$ cat config.mk
export PLATFORM = sky130hd
export DESIGN_NAME = tli_controller
export DESIGN_NICKNAME = d
export VERILOG_FILES = /design/src/rtl/core/tli_pkg.sv /design/src/rtl/core/tli_controller.sv
export VERILOG_INCLUDE_DIRS = /design/src /design/src/rtl/core
export SDC_FILE = /design/constraint.sdc
export NUM_CORES = 1
export LEC_CHECK = 0
export ABC_CLOCK_PERIOD_IN_PS = 7550
export BUFFER_PORTS_ARGS = -buffer_cell sky130_fd_sc_hd__buf_2
export CAP_MARGIN = 20
export CORE_AREA = 4 4 126 128
export CTS_CLUSTER_DIAMETER = 100
export CTS_CLUSTER_SIZE = 40
export DETAILED_ROUTE_END_ITERATION = 6
export DIE_AREA = 0 0 130 132
export GPL_TIMING_DRIVEN = 0
export MAX_ROUTING_LAYER = met4
export PLACE_DENSITY = 0.65
export SLEW_MARGIN = 5
export SYNTH_ARGS = -nofsm -noshare
export SYNTH_HDL_FRONTEND = slang
export SYNTH_SLANG_ARGS = --single-unit
$ cat constraint.sdc
create_clock -name clock -period 7.55 [get_ports clock]
set_input_delay 0.755 -clock clock [delete_from_list [all_inputs] [get_ports clock]]
set_output_delay 0.755 -clock clock [all_outputs]
set_load 0.02 [all_outputs]
$ cat src/rtl/core/table_lagrange_interpolator_top_macros.svh
// assertion helpers for the controller rtl
`ifndef TABLE_LAGRANGE_INTERPOLATOR_TOP_MACROS_SVH
`define TABLE_LAGRANGE_INTERPOLATOR_TOP_MACROS_SVH

// same-cycle implication
`define TLI_ASSERT_IMP(lbl, clk, rst, pre, post) \
   lbl: assert property (@(posedge clk) disable iff (rst) (pre) |-> (post)) \
      else $error("tli assertion failed");

// next-cycle implication
`define TLI_ASSERT_NEXT(lbl, clk, rst, pre, post) \
   lbl: assert property (@(posedge clk) disable iff (rst) (pre) |=> (post)) \
      else $error("tli assertion failed");

`endif

$ cat src/rtl/core/tli_pkg.sv
package tli_pkg;

   // request kinds
   localparam logic REQ_LOAD  = 1'b0;
   localparam logic REQ_QUERY = 1'b1;

   // register indexes
   localparam logic [1:0] REG_ORDER  = 2'd0;
   localparam logic [1:0] REG_LENGTH = 2'd1;
   localparam logic [1:0] REG_LOW    = 2'd2;
   localparam logic [1:0] REG_HIGH   = 2'd3;

   localparam logic [1:0]  ORDER_RESET  = 2'd1;
   localparam logic [11:0] LENGTH_RESET = 12'd0;
   localparam logic [31:0] LOW_RESET    = 32'hA000_0000;
   localparam logic [31:0] HIGH_RESET   = 32'hFFFF_D275;

   localparam logic [63:0] ONE_Q30 = 64'h0000_0000_4000_0000;

   // datapath widths
   localparam int MAGW      = 33;   // node difference magnitude
   localparam int NUMW      = 99;   // product of three differences
   localparam int PW        = 105;  // multiplier product
   localparam int BW        = 41;   // multiplier operand walked bit by bit
   localparam int DVDW      = 130;  // dividend after the 2^31 scale
   localparam int DSHIFT    = 31;
   localparam int REMW      = 100;
   localparam int QW        = 42;
   localparam int ACCW      = 107;
   localparam int FRAC      = 30;
   localparam int DIV_STEPS = 130;

   localparam logic [BW-1:0]   WEIGHT_LIMIT = 41'h100_0000_0000;
   localparam logic [ACCW:0]   ROUND_HALF   = (ACCW+1)'(64'h2000_0000);

   typedef struct packed {
      logic              req_type;
      logic [10:0]       entry_index;
      logic signed [31:0] log_scale;
      logic [63:0]       ratio_value;
   } req_payload_type;

   typedef struct packed {
      logic [63:0] ratio_out;
      logic        out_of_bounds;
      logic        at_table_end;
   } rsp_payload_type;

   typedef struct packed {
      logic [1:0]         interp_order;
      logic [11:0]        table_length;
      logic signed [31:0] log_scale_low;
      logic signed [31:0] log_scale_high;
   } cfg_type;

   typedef enum logic [4:0] {
      OP_IDLE,
      OP_WRITE,
      OP_CAPTURE,
      OP_SCAN,
      OP_NODE,
      OP_WINIT,
      OP_MSTART_NUM,
      OP_MSTART_DEN,
      OP_MSTART_W,
      OP_MSTEP,
      OP_MEND_NUM,
      OP_MEND_DEN,
      OP_DSTART,
      OP_DSTEP,
      OP_DEND,
      OP_ACC,
      OP_FIN,
      OP_OUT_OOB,
      OP_OUT_END,
      OP_OUT_DUP,
      OP_OUT_SUM
   } dp_op_type;

   typedef enum logic [4:0] {
      ST_IDLE,
      ST_SCAN0,
      ST_SCAN,
      ST_PLAN,
      ST_END_RD,
      ST_END_OUT,
      ST_NODE,
      ST_DUP,
      ST_WINIT,
      ST_JSEL,
      ST_MNUM,
      ST_MNUM_RUN,
      ST_MDEN,
      ST_MDEN_RUN,
      ST_DIV,
      ST_DIV_RUN,
      ST_DEND,
      ST_MW,
      ST_MW_RUN,
      ST_FIN,
      ST_OUT
   } ctrl_state_type;

   typedef struct packed {
      dp_op_type  op;
      logic [1:0] slot;
      logic [2:0] m;
      logic [1:0] k;
      logic [1:0] j;
   } dp_cmd_type;

   typedef struct packed {
      logic oob_bounds;
      logic pair_hit;
      logic ge_last;
      logic dup;
      logic mul_done;
   } dp_status_type;

   // sign in the top bit, magnitude of a - b below
   function automatic logic [MAGW:0] sub_mag(input logic signed [31:0] a,
                                             input logic signed [31:0] b);
      logic signed [32:0] d;
      d = 33'(a) - 33'(b);
      sub_mag = d[32] ? {1'b1, 33'(-d)} : {1'b0, d};
   endfunction

endpackage

$ cat src/rtl/core/tli_controller.sv
`include "table_lagrange_interpolator_top_macros.svh"

module tli_controller #(
   parameter int TABLE_DEPTH = 2048
) (
   input  logic                   clock,
   input  logic                   reset,
   input  logic                   start,
   input  logic                   req_query,
   input  tli_pkg::cfg_type       cfg,
   input  tli_pkg::dp_status_type status,
   output tli_pkg::dp_cmd_type    cmd,
   output logic [((TABLE_DEPTH > 1) ? $clog2(TABLE_DEPTH) : 1)-1:0] rd_addr,
   output logic                   busy
);

   localparam int IDXW = (TABLE_DEPTH > 1) ? $clog2(TABLE_DEPTH) : 1;
   localparam int CNTW = $clog2(TABLE_DEPTH + 1);
   localparam int NW   = (CNTW > 12) ? 12 : CNTW;
   localparam int XW   = NW + 1;

   tli_pkg::ctrl_state_type state_ff, state_in;
   logic [NW-1:0] scan_ff, scan_in;
   logic [NW-1:0] i_ff, i_in;
   logic [NW-1:0] s_ff, s_in;
   logic [2:0]    m_ff, m_in;
   logic [2:0]    c_ff, c_in;
   logic [2:0]    k_ff, k_in;
   logic [2:0]    j_ff, j_in;
   logic [7:0]    dcnt_ff, dcnt_in;

   logic [NW-1:0] n;
   logic [XW-1:0] nx;
   logic [1:0]    ord;
   logic [2:0]    mm;
   logic [XW-1:0] sx;
   logic [XW-1:0] lim;
   logic          at_end;
   logic [XW-1:0] stencil_end;

   assign n  = (32'(cfg.table_length) > 32'(TABLE_DEPTH)) ? NW'(TABLE_DEPTH)
                                                          : NW'(cfg.table_length);
   assign nx = {1'b0, n};
   assign stencil_end = {1'b0, s_ff} + XW'(m_ff);

   // stencil size and start, clamped inside the table
   always_comb begin
      at_end = ({1'b0, i_ff} + XW'(1)) >= nx;
      ord    = (cfg.interp_order == 2'd0) ? 2'd1 : cfg.interp_order;
      mm     = {1'b0, ord} + 3'd1;
      if (ord == 2'd3 && ({1'b0, i_ff} + XW'(2)) >= nx) begin
         mm = 3'd3;
      end
      if (XW'(mm) > nx) begin
         mm = 3'(n);
      end
      if (mm >= 3'd3) begin
         sx = (i_ff == '0) ? '0 : ({1'b0, i_ff} - XW'(1));
      end else begin
         sx = {1'b0, i_ff};
      end
      lim = nx - XW'(mm);
      if (sx > lim) begin
         sx = lim;
      end
   end

   always_ff @(posedge clock) begin
      if (reset) begin
         state_ff <= tli_pkg::ST_IDLE;
      end else begin
         state_ff <= state_in;
      end
      scan_ff <= scan_in;
      i_ff    <= i_in;
      s_ff    <= s_in;
      m_ff    <= m_in;
      c_ff    <= c_in;
      k_ff    <= k_in;
      j_ff    <= j_in;
      dcnt_ff <= dcnt_in;
   end

   always_comb begin
      state_in = state_ff;
      scan_in  = scan_ff;
      i_in     = i_ff;
      s_in     = s_ff;
      m_in     = m_ff;
      c_in     = c_ff;
      k_in     = k_ff;
      j_in     = j_ff;
      dcnt_in  = dcnt_ff;
      cmd.op   = tli_pkg::OP_IDLE;
      cmd.slot = 2'd0;
      cmd.m    = m_ff;
      cmd.k    = k_ff[1:0];
      cmd.j    = j_ff[1:0];
      rd_addr  = '0;
      busy     = (state_ff != tli_pkg::ST_IDLE);
      unique case (state_ff)
         tli_pkg::ST_IDLE: begin
            if (start) begin
               if (req_query != tli_pkg::REQ_QUERY) begin
                  cmd.op = tli_pkg::OP_WRITE;
               end else if (status.oob_bounds || n == '0) begin
                  cmd.op = tli_pkg::OP_OUT_OOB;
               end else begin
                  cmd.op   = tli_pkg::OP_CAPTURE;
                  state_in = tli_pkg::ST_SCAN0;
               end
            end
         end
         tli_pkg::ST_SCAN0: begin
            scan_in  = '0;
            state_in = tli_pkg::ST_SCAN;
         end
         tli_pkg::ST_SCAN: begin
            // read data holds entry scan_ff, prev holds the one before
            cmd.op  = tli_pkg::OP_SCAN;
            rd_addr = IDXW'(scan_ff + NW'(1));
            if (scan_ff != '0 && status.pair_hit) begin
               i_in     = scan_ff - NW'(1);
               state_in = tli_pkg::ST_PLAN;
            end else if (scan_ff == n - NW'(1)) begin
               i_in     = status.ge_last ? (n - NW'(1)) : '0;
               state_in = tli_pkg::ST_PLAN;
            end else begin
               scan_in = scan_ff + NW'(1);
            end
         end
         tli_pkg::ST_PLAN: begin
            if (at_end) begin
               state_in = tli_pkg::ST_END_RD;
            end else begin
               s_in     = NW'(sx);
               m_in     = mm;
               c_in     = 3'd0;
               state_in = tli_pkg::ST_NODE;
            end
         end
         tli_pkg::ST_END_RD: begin
            rd_addr  = IDXW'(i_ff);
            state_in = tli_pkg::ST_END_OUT;
         end
         tli_pkg::ST_END_OUT: begin
            cmd.op   = tli_pkg::OP_OUT_END;
            state_in = tli_pkg::ST_IDLE;
         end
         tli_pkg::ST_NODE: begin
            rd_addr = IDXW'(s_ff + NW'(c_ff));
            if (c_ff != 3'd0) begin
               cmd.op   = tli_pkg::OP_NODE;
               cmd.slot = 2'(c_ff - 3'd1);
            end
            c_in = c_ff + 3'd1;
            if (c_ff == m_ff) begin
               state_in = tli_pkg::ST_DUP;
            end
         end
         tli_pkg::ST_DUP: begin
            if (status.dup) begin
               cmd.op   = tli_pkg::OP_OUT_DUP;
               cmd.slot = 2'(i_ff - s_ff);
               state_in = tli_pkg::ST_IDLE;
            end else begin
               k_in     = 3'd0;
               state_in = tli_pkg::ST_WINIT;
            end
         end
         tli_pkg::ST_WINIT: begin
            cmd.op   = tli_pkg::OP_WINIT;
            j_in     = 3'd0;
            state_in = tli_pkg::ST_JSEL;
         end
         tli_pkg::ST_JSEL: begin
            if (j_ff == m_ff) begin
               state_in = tli_pkg::ST_DIV;
            end else if (j_ff == k_ff) begin
               j_in = j_ff + 3'd1;
            end else begin
               state_in = tli_pkg::ST_MNUM;
            end
         end
         tli_pkg::ST_MNUM: begin
            cmd.op   = tli_pkg::OP_MSTART_NUM;
            state_in = tli_pkg::ST_MNUM_RUN;
         end
         tli_pkg::ST_MNUM_RUN: begin
            if (status.mul_done) begin
               cmd.op   = tli_pkg::OP_MEND_NUM;
               state_in = tli_pkg::ST_MDEN;
            end else begin
               cmd.op = tli_pkg::OP_MSTEP;
            end
         end
         tli_pkg::ST_MDEN: begin
            cmd.op   = tli_pkg::OP_MSTART_DEN;
            state_in = tli_pkg::ST_MDEN_RUN;
         end
         tli_pkg::ST_MDEN_RUN: begin
            if (status.mul_done) begin
               cmd.op   = tli_pkg::OP_MEND_DEN;
               j_in     = j_ff + 3'd1;
               state_in = tli_pkg::ST_JSEL;
            end else begin
               cmd.op = tli_pkg::OP_MSTEP;
            end
         end
         tli_pkg::ST_DIV: begin
            cmd.op   = tli_pkg::OP_DSTART;
            dcnt_in  = 8'd0;
            state_in = tli_pkg::ST_DIV_RUN;
         end
         tli_pkg::ST_DIV_RUN: begin
            cmd.op  = tli_pkg::OP_DSTEP;
            dcnt_in = dcnt_ff + 8'd1;
            if (dcnt_ff == 8'(tli_pkg::DIV_STEPS - 1)) begin
               state_in = tli_pkg::ST_DEND;
            end
         end
         tli_pkg::ST_DEND: begin
            cmd.op   = tli_pkg::OP_DEND;
            state_in = tli_pkg::ST_MW;
         end
         tli_pkg::ST_MW: begin
            cmd.op   = tli_pkg::OP_MSTART_W;
            state_in = tli_pkg::ST_MW_RUN;
         end
         tli_pkg::ST_MW_RUN: begin
            if (status.mul_done) begin
               cmd.op = tli_pkg::OP_ACC;
               if (k_ff + 3'd1 == m_ff) begin
                  state_in = tli_pkg::ST_FIN;
               end else begin
                  k_in     = k_ff + 3'd1;
                  state_in = tli_pkg::ST_WINIT;
               end
            end else begin
               cmd.op = tli_pkg::OP_MSTEP;
            end
         end
         tli_pkg::ST_FIN: begin
            cmd.op   = tli_pkg::OP_FIN;
            state_in = tli_pkg::ST_OUT;
         end
         tli_pkg::ST_OUT: begin
            cmd.op   = tli_pkg::OP_OUT_SUM;
            state_in = tli_pkg::ST_IDLE;
         end
         default: begin
            state_in = tli_pkg::ST_IDLE;
         end
      endcase
   end

   `TLI_ASSERT_IMP(a_scan_in_table, clock, reset, state_ff == tli_pkg::ST_SCAN, scan_ff < n)
   `TLI_ASSERT_IMP(a_stencil_fits, clock, reset, state_ff == tli_pkg::ST_WINIT, (m_ff >= 3'd2) && (stencil_end <= nx))
   `TLI_ASSERT_IMP(a_weight_index, clock, reset, state_ff == tli_pkg::ST_MW, k_ff < m_ff)
   `TLI_ASSERT_NEXT(a_sum_to_idle, clock, reset, state_ff == tli_pkg::ST_OUT, state_ff == tli_pkg::ST_IDLE)

endmodule

# [Word-level counts from Yosys, hierarchy flattened]
# Cells that the tools add are included.
[word_totals] reg_bits=60 latch_bits=0 ramBits=0 rom_bits=0 inputBits=87 mem_count=0
[classes] addsub=15 n_mul=0 div_mod_pow=0 order_cmp=6 eq_ne=44 shifts=0 muxes=51 bitwise=1 n_reduce_logical=23
[ops] operator="$pmux W5 S19" n=1
[ops] operator="$mux W5" n=17
[ops] operator="$pmux W5 S17" n=1
[ops] operator="$mux W12" n=6
[ops] operator="$eq A5 B4 Y1 const B" n=8
[ops] operator="$pmux W11 S3" n=1
[ops] operator="$mux W3" n=10
[ops] operator="$ne A2 B2 Y1 const B" n=15
[ops] operator="$ge A13 B12 Y1" n=2
[ops] operator="$mux W13" n=2
[ops] operator="$eq A5 B5 Y1 const B" n=5
[ops] operator="$logic_not A12 Y1" n=2
[ops] operator="$pmux W12 S2" n=1
[ops] operator="$sub A12 B1 Y12 const B" n=2
[ops] operator="$eq A5 B3 Y1 const B" n=4
[ops] operator="$pmux W8 S2" n=1
[ops] operator="$add A12 B1 Y13 const B" n=1
[ops] operator="$add A12 B2 Y13 const B" n=1
[ops] operator="$gt A13 B13 Y1" n=1
[ops] operator="$sub A12 B1 Y13 const B" n=1
[ops] operator="$sub A12 B3 Y13" n=1
[ops] operator="$add A12 B1 Y12 const B" n=1
[ops] operator="$eq A12 B12 Y1" n=1
[ops] operator="$eq A3 B3 Y1" n=4
[ops] operator="34 further kinds" n=51

# [Longest topological paths before layout]
# Gate-level depths: netlist of the first run.
[logic_depth] ltp_word=11 depth_mapped=37 ltp_nobuf=34

# [Worst setup path before layout of the first run]
# OpenSTA, ideal clock, no wires.
[synth_path] path_type="input-to-reg" start="in cfg[75] in the netlist's numbering" end="reg s_ff[0] (data pin)" t_arrival_ps=6571 setup_slack_ps=701 stages=32 path_buffers=3 cell_sequence="clkbuf_1 > inv_1 > buf_2 > nand2_1 > inv_1 > ha_1 > nand2b_1 > a21o_1 > a21o_1 > a21o_1 > a21oi_1 > o211a_1 > o211ai_1 > ha_1 > nor2b_1 > o21ai_0 > a211oi_1 > mux2i_1 > fa_1 > inv_1 > a21oi_1 > nor2b_1 > xor2_1 > ha_1 > nand2_1 > nor2_1 > o21ai_0 > nand3_1 > o2111ai_1 > a21oi_1 > buf_1 > mux2i_1"
[synth_via] elab_chain_len=11 elab_cells_between_ends=12 cone_classes="add/sub (1); order compare (5); mux (5); reduce/logical (1)"
[synth_lines] item="start, declared" line="tli_controller.sv:10" source="input tli_pkg::cfg_type cfg,"
[synth_lines] item="$gt A12 B12 Y1" line="tli_controller.sv:41" source="assign n = (32'(cfg.table_length) > 32'(TABLE_DEPTH)) ? NW'(TABLE_DEPTH)"
[synth_lines] item="$mux W12 (*)" line="tli_controller.sv:41"
[synth_lines] item="$ge A13 B12 Y1" line="tli_controller.sv:51" source="if (ord == 2'd3 && ({1'b0, i_ff} + XW'(2)) >= nx) begin"
[synth_lines] item="$logic_and A1 B1 Y1" line="tli_controller.sv:51"
[synth_lines] item="$mux W3" line="tli_controller.sv:51"
[synth_lines] item="$gt A3 B12 Y1" line="tli_controller.sv:54" source="if (XW'(mm) > nx) begin"
[synth_lines] item="$mux W3 (*)" line="tli_controller.sv:54"
[synth_lines] item="named net mm[1]" line="tli_controller.sv:35" source="logic [2:0] mm;"
[synth_lines] item="branches (longest 3 deep; another with $sub A12 B3 Y13)"
[synth_lines] item="$mux W11 (*)" line="tli_controller.sv:63" source="if (sx > lim) begin"
[synth_lines] item="named net sx[0]" line="tli_controller.sv:36" source="logic [XW-1:0] sx;"
[synth_lines] item="end signal, assigned" line="tli_controller.sv:76" source="s_ff <= s_in;"
[synth_lines] item="end, declared" line="tli_controller.sv:25" source="logic [NW-1:0] s_ff, s_in;"
# Mark *: on every way through the listed nets, which the timed path passes.
# A chain may end at the register's enable or synchronous reset.

# [Worst setup path after layout of the first run]
[layout_path] start="reg i_ff[4]" end="reg s_ff[10] (data pin)"
[layout_via] elab_chain_len=10 elab_cells_between_ends=14 cone_classes="add/sub (3); order compare (4); mux (5); reduce/logical (2)"
[layout_lines] item="start, declared" line="tli_controller.sv:24" source="logic [NW-1:0] i_ff, i_in;"
[layout_lines] item="start signal, assigned" line="tli_controller.sv:75" source="i_ff <= i_in;"
[layout_lines] item="$add A12 B2 Y13 (*)" line="tli_controller.sv:51"
[layout_lines] item="$ge A13 B12 Y1 (*)" line="tli_controller.sv:51"
[layout_lines] item="$logic_and A1 B1 Y1 (*)" line="tli_controller.sv:51"
[layout_lines] item="$mux W3 (*)" line="tli_controller.sv:51"
[layout_lines] item="$gt A3 B12 Y1" line="tli_controller.sv:54"
[layout_lines] item="$mux W3 (*)" line="tli_controller.sv:54"
[layout_lines] item="named net mm[0]" line="tli_controller.sv:35"
[layout_lines] item="branches (longest 3 deep; another with $sub A12 B3 Y13)"
[layout_lines] item="$mux W11 (*)" line="tli_controller.sv:63"
[layout_lines] item="named net sx[10]" line="tli_controller.sv:36"
# Marks and branches as above.

==> impl_metrics.yaml, run 1 <==
cells_and_area:
  antennaDiodeCount: 0
  final_util_pct: 50.1
  final_cells: 1055
  final_nets: 1014
  final_cell_area_um2: 7440
  layout_commonest_cell: "nor2_1"
  layout-drive-gt1-share_pct: 12.6
  layout_common_cells: "nor2_1 (73), ha_1 (63), nand2_1 (59)"
  nFillCells: 1460
  area_growth_pct: 13.2
sta:
  setup_viol: 0
  period_share_pct: 94.1
  tns_ns: 0
  finalWorstSetupSlack_ns: 0.447
  hold_violations: 0
  fin_crit_ns: 7.10
  relSlewSlack_pct: 26.9
  hold_ws_ns: 0.625
  worst_pin_slew_ns: 1.09
  fmax_mhz: 141
  finalMaxSlewViolations: 0
  fin_skew_ns: 0.00884
run_status:
  outcome: "completed"
drt:
  drt_pass1_iterations: 5
  drt-total-wl_mm: 18.8
  dr.first_iter.drc_count: 560
  ant_nets: 0
  wire_per_inst_um: 17.8
  vias_per_cell: 5.75
  remaining_drc_errors: 0
  num_vias: 6065
synthesis:
  synth_fp_nets: 954
  synth_top_area_share_pct: 25.1
  synthesis.instances: 802
  synthArstFlopShare_pct: 0
  yosys.area.top_type: "edfxtp_1"
  synth_area_um2: 6570
  ys.flop_type: "edfxtp_1"
  ys_seq_elements: 60
  ys_warn_count: 0
  synth-seq-area-share_pct: 26.6
  synth_area_leaders: "edfxtp_1 (25%), ha_1 (12%), xnor2_1 (6.5%)"
  yosysUniqueCellTypes: 69
  syn_avg_cell_area_um2: 8.20
  synth-edff-count: 55
critical_path:
  startpoint: "i_ff[4]"
  cpMostUsedCell: "ha_1"
  crit_type: "register to register"
  path_max_fanout: 10
  cp_data_required_time_ns: 7.69
  rr_startpoint: "i_ff[4]"
  critPathMaxStageDelay_ns: 0.47
  cp_slowest_cell: "o211ai_1"
  crit_arrival_ns: 7.25
  cp-start-kind: "register"
  worstSetupEndpointType: "register"
power:
  ir_drop_uv: 136
  pwr-share-seq_pct: 27.4
  report.power.total_mw: 1.86
  switching_share_pct: 42.8
  combPwrFrac_pct: 50.2
  clockPowerShare_pct: 22.3
  p_sw_mw: 0.795
  power.internal_mw: 1.06
  p_leak_nw: 2.95
  power.density_nw_per_um2: 249
global_routing:
  grt_pass1_vias: 5496
  grt_overflow: 0
  grt_max_degree: 17
  antenna_found_initial: 0
  grt_pass1_wl_mm: 29.4
  track_usage_pct: 22.5
clock_network:
  cts_max_path_buffers: 2
  cts_buffers: 9
  cts_max_level: 3
  tritoncts: "yes"
  clk_pin_slew_ns: 0.06
  clock_latency_ns: 0.33
  cts_hold_buf: 0
  root_buffer: "clkbuf_16"
  clock_sinks: 60
hold_path:
  hp-class: "register to register"
  hp-start: "dcnt_ff[7]"
place:
  place_area_um2: 7070
  numPlacedInstances: 1038
  place_congestion: 0.910
  dp_hpwl_mm: 14.9
  port_buffers: 45
  preCtsSetupSlack_ns: -0.931
floorplan:
  initial_core_util_pct: 44.2
  fp.dieH_um: 132
  dieArea_um2: 17200
  io_pins: 113
  num_rows: 45
  core_um2: 14900
  die_width_um: 130
flow_run:
  drv_cap: 0
what timing repair did:
item                                    in CTS  in global routing
endpoints found under the setup margin      11                 11
pin swaps                                    1                  4
setup buffers                                0                  2
resized for setup                            5                 16
routing by layer:
metal	vias up	wire [um]	global-route usage, %
met5	-	0	-
li1	2990	-	-
met4	0	597	8.43
met2	235	8480	33.4
met1	2803	8490	31.3
met3	37	1260	2.59
registers in the layout, summed over array words and instances, names as in the netlist:
name / cells
scan_ff: 12
c_ff: 3
j_ff: 3
i_ff: 12
dcnt_ff: 8
m_ff: 3
k_ff: 3
state_ff: 5
s_ff: 11
final timing paths:
path                endpoint  slack (ns)  cells after the start
hold reg to reg   dcnt_ff[7]        0.63                      2
setup / recovery    s_ff[10]        0.45                     31
hold / removal    dcnt_ff[7]        0.63                      2
setup reg to reg    s_ff[10]        0.45                     31
power by group through the flow:
stage	clock (mW)	combinational, mW	sequential (mW)
2_1_floorplan	0	0.661	0.492
3_3_place_gp	0	0.891	0.512
4_1_cts	0.421	0.919	0.506
6_report	0.415	0.932	0.509
3_5_place_dp	0	0.910	0.512
5_1_grt	0.433	1.02	0.518
critical path: cells and delay by family, from the launching register on:
family	cells	cell delay (ns)
and+or+nand+nor	9	1.34
adders and majority gates	5	1.53
AOI/OAI and AO/OA	9	1.79
muxes	1	0.30
buffers and inverters	5	1.22
DFF	1	0.36
xor gates and xnor gates	2	0.34
final cells by class:
| cell class | instances | area (um^2) | share of cell area, % |
|---|---|---|---|
| plain buffers | 49 | 219 | 2.94 |
| clock buffers | 12 | 279 | 3.75 |
| clock inverters | 4 | 28.8 | 0.387 |
| inverters | 41 | 154 | 2.07 |
| multi-input cells | 651 | 4510 | 60.6 |
| flip-flops and latches | 60 | 1750 | 23.5 |
| well taps | 188 | 235 | 3.16 |
| repair buffers | 50 | 268 | 3.60 |
cell usage after synthesis, drive strengths merged (3+ instances only):
| library cell | count |
|---|---|
| nor2 | 73 |
| ha | 63 |
| nand2 | 60 |
| edfxtp | 55 |
| a21oi | 53 |
| xnor2 | 49 |
| o21ai | 47 |
| inv | 41 |
| clkbuf | 36 |
| nand3 | 36 |
| xor2 | 35 |
| nor3 | 33 |
| nor2b | 22 |
| mux2i | 20 |
| and3 | 15 |
| buf | 14 |
| nand2b | 13 |
| a21o | 12 |
| nand4 | 12 |
| or3 | 10 |
| o21a | 8 |
| o22ai | 8 |
| nor4 | 6 |
| or4 | 6 |
| and2 | 5 |
| dfxtp | 5 |
| mux2 | 5 |
| or2 | 5 |
| a221o | 4 |
| a31oi | 4 |
| o2111ai | 4 |
| a211oi | 3 |
| a32oi | 3 |
| nand3b | 3 |
| o211ai | 3 |
logic make-up (layout without fill, tap and decap cells):
kind of cell / count (synthesis) / in the layout / share of synthesized area [%]
AO/OA/AOI/OAI: 170 / 170 / 16.1
XOR/XNOR: 84 / 84 / 11.2
adder cells (fa/ha/maj): 65 / 65 / 12.6
buffers and inverters: 91 / 156 / 5.60
flip-flops: 60 / 60 / 26.6
multiplexers: 25 / 25 / 3.96
other: 1 / 1 / 0.0570
AND/OR/NAND/NOR: 306 / 306 / 23.8
Power figures use the tool's default switching activity.
==> run 2, diff against run 1 <==
--- a/config.mk
+++ b/config.mk
@@ -7,16 +7,16 @@
 export NUM_CORES = 1
 export LEC_CHECK = 0
 export ABC_CLOCK_PERIOD_IN_PS = 7550
-export BUFFER_PORTS_ARGS = -buffer_cell sky130_fd_sc_hd__buf_2
 export CAP_MARGIN = 20
 export CORE_AREA = 4 4 126 128
 export CTS_CLUSTER_DIAMETER = 100
 export CTS_CLUSTER_SIZE = 40
 export DETAILED_ROUTE_END_ITERATION = 6
 export DIE_AREA = 0 0 130 132
+export DONT_BUFFER_PORTS = 1
 export GPL_TIMING_DRIVEN = 0
 export MAX_ROUTING_LAYER = met4
-export PLACE_DENSITY = 0.65
+export PLACE_DENSITY = 0.58
 export SLEW_MARGIN = 5
 export SYNTH_ARGS = -nofsm -noshare
 export SYNTH_HDL_FRONTEND = slang
==> run 2 against run 1 <==
  * Die area is the same
  * Total power shrank 1.5%
  * Setup slack lost 0.028 ns
  * Critical path type is now input pin to register
  * Largest cell class unchanged
==> impl_metrics.yaml, run 2 (same netlist as run 1, synthesis figures left out) <==
run_status:
  outcome: "completed"
sta:
  grt_setup_unrepaired: "no"
  fmax_mhz: 140
  setup_viol: 0
  finalWorstSetupSlack_ns: 0.419
  period_share_pct: 94.4
  worst_pin_slew_ns: 0.946
  fin_crit_ns: 7.13
  finalMaxSlewViolations: 0
  hold_violations: 0
  fin_skew_ns: 0.00726
  hold_ws_ns: 0.483
  relSlewSlack_pct: 36.7
clock_network:
  cts_max_path_buffers: 2
  cts_buffers: 9
  cts_max_level: 3
  clock_latency_ns: 0.34
  tritoncts: "yes"
  clk_pin_slew_ns: 0.06
  root_buffer: "clkbuf_16"
  cts_hold_buf: 0
  clock_sinks: 60
critical_path:
  worstSetupEndpointType: "register"
  critPathMaxStageDelay_ns: 0.37
  cp-start-kind: "input pin"
  crit_arrival_ns: 7.28
  crit_type: "input pin to register"
  cpMostUsedCell: "ha_1"
  path_max_fanout: 10
  cp_data_required_time_ns: 7.70
  cp_slowest_cell: "buf_1"
drt:
  wire_per_inst_um: 19.9
  drt-total-wl_mm: 20.1
  drt_pass1_iterations: 5
  vias_per_cell: 6.00
  dr.first_iter.drc_count: 434
  remaining_drc_errors: 0
  num_vias: 6067
  ant_nets: 0
power:
  p_leak_nw: 2.74
  report.power.total_mw: 1.83
  power.density_nw_per_um2: 254
  ir_drop_uv: 117
cells_and_area:
  largestRegisters: "i_ff: 12 flops, scan_ff: 12 flops, s_ff: 11 flops"
  layout_commonest_cell: "nor2_1"
  final_util_pct: 48.4
  final_nets: 969
  final_cells: 1011
  area_growth_pct: 9.46
  layout-drive-gt1-share_pct: 6.81
  layout_common_cells: "nor2_1 (73), ha_1 (63), nand2_1 (59)"
floorplan:
  die_width_um: 130
  dieArea_um2: 17200
  num_rows: 45
  core_um2: 14900
  io_pins: 113
  initial_core_util_pct: 44.2
  fp.dieH_um: 132
global_routing:
  grt_pass1_wl_mm: 31.4
  antenna_found_initial: 1
  grt_pass1_vias: 5813
  grt_overflow: 0
  track_usage_pct: 24.1
  grt_max_degree: 16
place:
  dp_hpwl_mm: 15.9
  preCtsSetupSlack_ns: -0.858
  port_buffers: 0
  numPlacedInstances: 992
  place_congestion: 0.924
flow_run:
  drv_cap: 0
hold_path:
  hp-class: "input pin to register"
-- run 2: routing by layer --
layer	vias to the layer above	share of wire, %	global-route usage (%)
met5	-	0	-
met4	0	3.7	9.87
met3	40	6.9	3.36
met2	257	47	38.0
met1	2861	42	31.0
li1	2909	-	-
-- run 2: layout make-up --
cell class	count	area, um^2
multi-input cells	651	4490
clock buffers	12	279
clock inverters	4	28.8
repair buffers	4	31.3
flip-flops and latches	60	1750
plain buffers	50	221
well taps	188	235
inverters	41	154
fillers	1452	7670
diodes	1	2.50
-- run 2: worst max-delay path, delay by kind of cell --
kind,cells,cell delay (ns)
mux,2,0.48
compound gates,12,2.11
simple gates,8,1.16
buf+inv,5,1.33
fa+ha+maj,4,1.10
xor+xnor,1,0.34
-- run 2: report_power, final --
| part | internal, mW | switching, mW |
|---|---|---|
| clock | 0.262 | 0.157 |
| sequential | 0.450 | 0.0564 |
| combinational | 0.319 | 0.583 |
-- run 2: final timing paths --
path / from / endpoint / slack [ns] / depth (start not counted)
min reg2reg: dcnt_ff[7] / dcnt_ff[7] / 0.65 / 2
max: cfg[75] / s_ff[9] / 0.42 / 32
min: reset / state_ff[2] / 0.48 / 1
max reg2reg: i_ff[4] / s_ff[9] / 0.46 / 31
-- run 2: metrics by stage --
step / cell area (um^2) / TNS, ns
2_1_floorplan: 6570 / 0
3_3_place_gp: 6810 / -8.94
3_5_place_dp: 6840 / -8.51
4_1_cts: 7150 / 0
5_1_grt: 7200 / 0
6_report: 7200 / 0
-- run 2: repair_timing --
| action | CTS | global route |
|---|---|---|
| pin swaps | 0 | 2 |
| endpoints found under the setup margin | 11 | 11 |
| cloned | 0 | 0 |
| resized for setup | 3 | 10 |
| endpoints found under the hold margin | 0 | 0 |
| setup buffers | 0 | 2 |
